--- config.mk ---
export PLATFORM = sky130hd
export DESIGN_NAME = hflt_iter
export DESIGN_NICKNAME = d
export VERILOG_FILES = /design/src/hw/rtl/hflt_pkg.sv /design/src/hw/rtl/hflt_iter.sv
export SDC_FILE = /design/constraint.sdc
export NUM_CORES = 1
export LEC_CHECK = 0
export ABC_AREA = 1
export BUFFER_PORTS_ARGS = -buffer_cell sky130_fd_sc_hd__buf_2
export CAP_MARGIN = 20
export CORE_AREA = 2 2 196 179
export DETAILED_ROUTE_END_ITERATION = 10
export DIE_AREA = 0 0 198 181
export HOLD_SLACK_MARGIN = 0.15
export PLACE_DENSITY_LB_ADDON = 0.05
export SLEW_MARGIN = 20
export SYNTH_ARGS = -nofsm -noshare
export SYNTH_HDL_FRONTEND = slang
export SYNTH_SLANG_ARGS = --single-unit
--- constraint.sdc ---
create_clock -name clk -period 9.9 [get_ports clk]
set_input_delay 1.98 -clock clk [delete_from_list [all_inputs] [get_ports clk]]
set_output_delay 1.98 -clock clk [all_outputs]
set_load 0.05 [all_outputs]
--- src/hw/rtl/hflt_pkg.sv ---
package hflt_pkg;

  localparam int COORD_WIDTH_DEF = 32;
  localparam int FRAC_BITS_DEF   = 16;

  localparam int FS_W  = 24;
  localparam int ST_W  = 16;
  localparam int SC_W  = 11;
  localparam int IDX_W = 10;
  localparam int CFG_W = 24;

  localparam logic [FS_W-1:0] FIELD_STRENGTH_RST = 24'd327680;
  localparam logic [ST_W-1:0] STEP_TIME_RST      = 16'd3277;
  localparam logic [SC_W-1:0] SAMPLE_COUNT_RST   = 11'd200;
  localparam logic [SC_W-1:0] SAMPLE_MAX         = 11'd1024;

  typedef enum logic [1:0] {
    CFG_FIELD_STRENGTH = 2'd0,
    CFG_STEP_TIME      = 2'd1,
    CFG_SAMPLE_COUNT   = 2'd2
  } cfg_index_t;

  typedef enum logic {
    CMD_LAUNCH = 1'b0,
    CMD_STEP   = 1'b1
  } cmd_t;

  typedef struct packed {
    logic               cmd;
    logic signed [31:0] start_x;
    logic signed [31:0] start_y;
    logic signed [31:0] start_z;
    logic signed [31:0] goal_x;
    logic signed [31:0] goal_y;
    logic signed [31:0] goal_z;
    logic signed [31:0] aim_x;
    logic signed [31:0] aim_y;
    logic signed [31:0] aim_z;
  } hflt_item_t;

  typedef struct packed {
    logic signed [31:0] point_x;
    logic signed [31:0] point_y;
    logic signed [31:0] point_z;
    logic [IDX_W-1:0]   point_index;
    logic               final_point;
  } hflt_result_t;

  typedef enum logic [1:0] {
    OP_SQRT     = 2'd0,
    OP_DIV_NORM = 2'd1,
    OP_DIV_K    = 2'd2
  } iter_op_t;

  typedef struct packed {
    logic     start;
    iter_op_t op;
  } iter_ctl_t;

  typedef enum logic [4:0] {
    S_IDLE,
    S_EMIT,
    S_D2_MUL,
    S_D2_ACC,
    S_NRM_SHIFT,
    S_NRM_MUL,
    S_NRM_ACC,
    S_SQRT_GO,
    S_SQRT_WAIT,
    S_NRM_CHECK,
    S_DIV_GO,
    S_DIV_WAIT,
    S_K_GO,
    S_K_WAIT,
    S_KDT_MUL,
    S_KDT_ACC,
    S_W_MUL,
    S_W_ACC,
    S_POS_MUL,
    S_POS_ACC
  } state_t;

  typedef enum logic [1:0] {
    NRM_AIM  = 2'd0,
    NRM_DIST = 2'd1,
    NRM_VEL  = 2'd2
  } nrm_sel_t;

  function automatic int imax(input int a, input int b);
    return (a > b) ? a : b;
  endfunction

  // quotient register: normalize divide needs 31+F bits, force divide 8+3F
  function automatic int quo_width(input int f);
    return imax(31 + f, 8 + 3 * f);
  endfunction

  function automatic int src_width(input int f);
    return imax(quo_width(f), 64);
  endfunction

endpackage

--- src/hw/rtl/hflt_iter.sv ---
module hflt_iter import hflt_pkg::*; #(
  parameter int FRAC_BITS = FRAC_BITS_DEF
) (
  input  logic                               clk,
  input  logic                               rst,
  input  iter_ctl_t                          ctl,
  input  logic [src_width(FRAC_BITS)-1:0]    num,
  input  logic [63:0]                        den,
  output logic                               done,
  output logic [quo_width(FRAC_BITS)-1:0]    quo
);

  localparam int QW   = quo_width(FRAC_BITS);
  localparam int SRCW = src_width(FRAC_BITS);
  localparam int CNTW = $clog2(QW + 1);

  logic            busy;
  logic [CNTW-1:0] cnt;
  iter_op_t        op;
  logic [SRCW-1:0] src;
  logic [63:0]     acc;
  logic [63:0]     den_r;
  logic [CNTW-1:0] steps;
  logic [65:0]     opa;
  logic [65:0]     opb;
  logic [65:0]     diff;
  logic            ge;

  always_comb begin
    case (ctl.op)
      OP_SQRT:     steps = CNTW'(31);
      OP_DIV_NORM: steps = CNTW'(30 + FRAC_BITS);
      OP_DIV_K:    steps = CNTW'(7 + 3 * FRAC_BITS);
      default:     steps = CNTW'(31);
    endcase
  end

  // one shift-subtract step: restoring divide or digit-by-digit square root
  always_comb begin
    if (op == OP_SQRT) begin
      opa = {acc, src[SRCW-1], src[SRCW-2]};
      opb = {32'd0, quo[31:0], 2'b01};
    end else begin
      opa = {1'b0, acc, src[SRCW-1]};
      opb = {2'b00, den_r};
    end
    ge   = (opa >= opb);
    diff = opa - opb;
  end

  always_ff @(posedge clk) begin
    if (rst) begin
      busy <= 1'b0;
      done <= 1'b0;
      cnt  <= '0;
    end else begin
      done <= 1'b0;
      if (ctl.start) begin
        busy  <= 1'b1;
        cnt   <= steps;
        op    <= ctl.op;
        src   <= num;
        den_r <= den;
        acc   <= '0;
        quo   <= '0;
      end else if (busy) begin
        acc <= ge ? diff[63:0] : opa[63:0];
        quo <= {quo[QW-2:0], ge};
        src <= (op == OP_SQRT) ? (src << 2) : (src << 1);
        cnt <= cnt - CNTW'(1);
        if (cnt == '0) begin
          busy <= 1'b0;
          done <= 1'b1;
        end
      end
    end
  end

endmodule

==> results.md <==
- Status: finished, final reports clean
- Clock transition at the registers of the reported paths: 60 ps
- CTS sink count: 258
- Area Overhead vs Synth: 12.04%
- Post-synth cell types: 39
- Crit-path cells: nor2_4 -> inv_4 -> buf_4 -> or2_2 -> o21ai_0 -> inv_1 -> fa_1 -> nand3_1 -> nand3_2 -> nand2_1 -> nand2_2 -> nand2_1 -> nand2_1 -> nand2_2 -> nand2_4 -> inv_2 -> buf_4 -> nor2_1 -> nor2_1
- Tmin final: 5311 ps
- LEAKAGE: 10.65 nW
- Net Switching: 1.405 mW
- Critical Path Sink Type: register
- Routing usage on met3: 3.323%
- Relative slew slack: 29.97%
- Placed Area: 19670 um2
- Core area: 33710 um2
- PostCTS Resize Cnt: 0
- Final count of negative-setup-slack endpoints: 0
- Setup crit start kind: register
- Final Cell Area: 20590 um2
- Nets: 3028
- H-Tree Level Count: 1
- Ant. Diodes: 0
- GR Overflow Total: 0
- Via density: 5.097
- Mapped Nets: 2884
- Num rows: 64
- Mapped Area: 18380 um2
- Final Hold Viols: 0
- RSZ-0062 raised after global routing: no
- CTS tree: yes
- Slowest stage delay, CP: 540 ps
- First-pass GRT wire length: 82480 um
- Top FF cell, synth: edfxtp_1
- M2 GR Usage: 44.37%
- Tcrit/Tclk final: 53.64%
- Post-route ant nets: 0
- Slew @ Worst Pin: 1050 ps
- Post-synth EDFFs: 250
- CP Class: reg -> reg
- Pre-CTS WS: 4478 ps
- DRT Pass-1 Iters: 6
- Synth top area cells: edfxtp_1, nand2_1, inv_1, nor2_1, a21oi_1
- Clock Latency Late Sink: 570 ps
- Vias in the first global route: 15713
- Num CTS Buffers: 27
- Commonest cells in the netlist: nand2_1, inv_1, nor2_1
- Number of post-CTS setup repair buffers: 0
- Share of layout cells above drive strength 1: 10.23%
- Yosys warning total: 0
- Cell count after synthesis: 2682
- Hold WC Path Type: reg -> reg
- F_max: 188.3 MHz
- IO Pins: 190
- Final HPWL DP: 39410 um
- Largest net degree at the start of global routing: 209
- CTS root buf: clkbuf_16
- Chip Width: 198 um
- WL final: 51850 um
- Met1 Usage GRT: 44.16%
- Sequential fraction of design power: 36.1%
- Post-synthesis async set-or-reset flop share: 0%
- Clk_skew: 13.46 ps
- Crit-path slowest cell: inv_2
- Most used routing layer: met2
- Worst EP arrival: 5730 ps
- Proportion of netlist area held by the largest area contributor: 40.86%
- Overall power: 3.781 mW
- Critical Path RT: 10320 ps
- Die H: 181 um
- Avg WL per Cell: 15.68 um
- Pins Over Slew Limit: 0
- Post-route DRC: 0
- Vias post-DR: 16855
- Initial core utilization: 54.51%
- Worst setup margin: 4589 ps
- Max-Cap Viols: 0
- Gate power share: 35.8%
- Die area: 35840 um2
- Setup TNS: 0 ps
- Register area share after synthesis: 41.73%
- Number of DRC markers in iteration 0: 1391
- Dpl cells: 3259
- Sw Ratio: 37.16%
- Cell with the most instances after synthesis: nand2_1
- IR drop worst, VDD: 137.7 uV
- All-Layer GR Usage: 28.93%
- Clk buf depth: 3
- IO Port Bufs: 189
- #FFs+latches synth: 258
- GP Congestion: 1.023
- Buf/Inv on CP: 5
- Avg Synthesized Cell Area: 6.851 um2
- Pint: 2.376 mW
- CP most frequent cell: nand2_1
- Clock power frac: 28.1%
- PwrDens: 183.7 nW/um2
- CP top delay family: simple AND/OR/NAND/NOR gates
- Hold buffers post-CTS: 0
- Synth area leader: edfxtp_1
- Initial antenna violation count: 0
- Final cell count without fillers: 3307
- Crit path max fanout: 75
==> area by class of cell <==
class	instances	area [um2]
fillers	3262	13130
multi-input cells	1868	8611
flip-flops and latches	258	7667
inverters	471	1773
repair buffers	200	1044
clock buffers	33	698.2
well taps	462	578.1
clock inverters	15	216.5
==> flip-flops by register name, summed over array words and instances (netlist names) <==
register	cells
op	2
done	1
acc	64
busy	1
quo	56
cnt	6
src	64
den_r	64
==> routing by layer <==
layer,share of wire (%),up-vias,wire length (um)
met5,0,-,0
met4,1.9,0,962
met3,6.1,56,3183
met2,43,542,22420
met1,49,7665,25290
li1,-,8592,-
==> power by group through the flow <==
stage	logic [mW]	clock network (mW)	registers (mW)
3_3_place_gp	1.33	0	1.38
2_1_floorplan	0.941	0	1.43
5_1_grt	1.53	1.12	1.37
3_5_place_dp	1.34	0	1.38
4_1_cts	1.35	1.08	1.36
6_report	1.36	1.06	1.36
==> worst paths after layout <==
| kind | startpoint | end | slack, ps | cells past startpoint |
|---|---|---|---|---|
| min | cnt[5] | cnt[5] | 540 | 2 |
| max | op[1] | acc[22] | 4590 | 19 |
| min reg2reg | cnt[5] | cnt[5] | 540 | 2 |
| max reg2reg | op[1] | acc[22] | 4590 | 19 |
==> per-stage QoR <==
stage	hold WS [ps]	utilization, %
4_1_cts	542.1	61.07
5_1_grt	560.7	61.07
2_1_floorplan	485.2	-
3_5_place_dp	532.5	58.35
6_report	537.5	61.07
3_3_place_gp	508.3	58.35
==> layout by cell type, fill, tap and decap left out, drive strengths merged <==
| master | Yosys | final |
|---|---|---|
| nand2 | 979 | 979 |
| inv | 471 | 472 |
| nor2 | 360 | 360 |
| edfxtp | 250 | 250 |
| buf | 22 | 200 |
| a21oi | 171 | 171 |
| nand3 | 90 | 90 |
| o21ai | 77 | 77 |
| ha | 68 | 68 |
| clkbuf | 63 | 33 |
| xor2 | 32 | 32 |
| nand3b | 31 | 31 |
| or2 | 18 | 18 |
| nor3 | 13 | 13 |
| nand4 | 11 | 11 |
| dfxtp | 8 | 8 |
| clkinv | 0 | 7 |
| bufinv | 0 | 5 |
| nor4 | 4 | 4 |
| a31oi | 2 | 2 |
| and2 | 2 | 2 |
| clkinvlp | 0 | 2 |
| mux2i | 1 | 1 |
| nor3b | 1 | 1 |
| o31ai | 1 | 1 |
| a221oi | 1 | 1 |
| o211ai | 1 | 1 |
| o21bai | 1 | 1 |
| and3 | 1 | 1 |
| o21a | 1 | 1 |
| xnor2 | 1 | 1 |
| fa | 1 | 1 |
==> worst reg2reg max path, cell delays in order, from the launching register on <==
cell,delay (ps)
edfxtp_1,410
nor2_4,180
inv_4,280
buf_4,460
or2_2,440
o21ai_0,110
inv_1,130
fa_1,490
nand3_1,130
nand3_2,160
nand2_1,120
nand2_2,80
nand2_1,80
nand2_1,80
nand2_2,400
nand2_4,350
inv_2,550
buf_4,500
nor2_1,110
nor2_1,130
==> cell families after synthesis <==
family	Yosys count	synth area share [%]
AO/OA/AOI/OAI	255	7.034
AND/OR/NAND/NOR	1510	33.31
flip-flops	258	41.73
adder cells (fa/ha/maj)	69	4.739
XOR/XNOR	33	1.573
buffers and inverters	556	11.56
multiplexers	1	0.05448
Power figures use the tool's default switching activity.
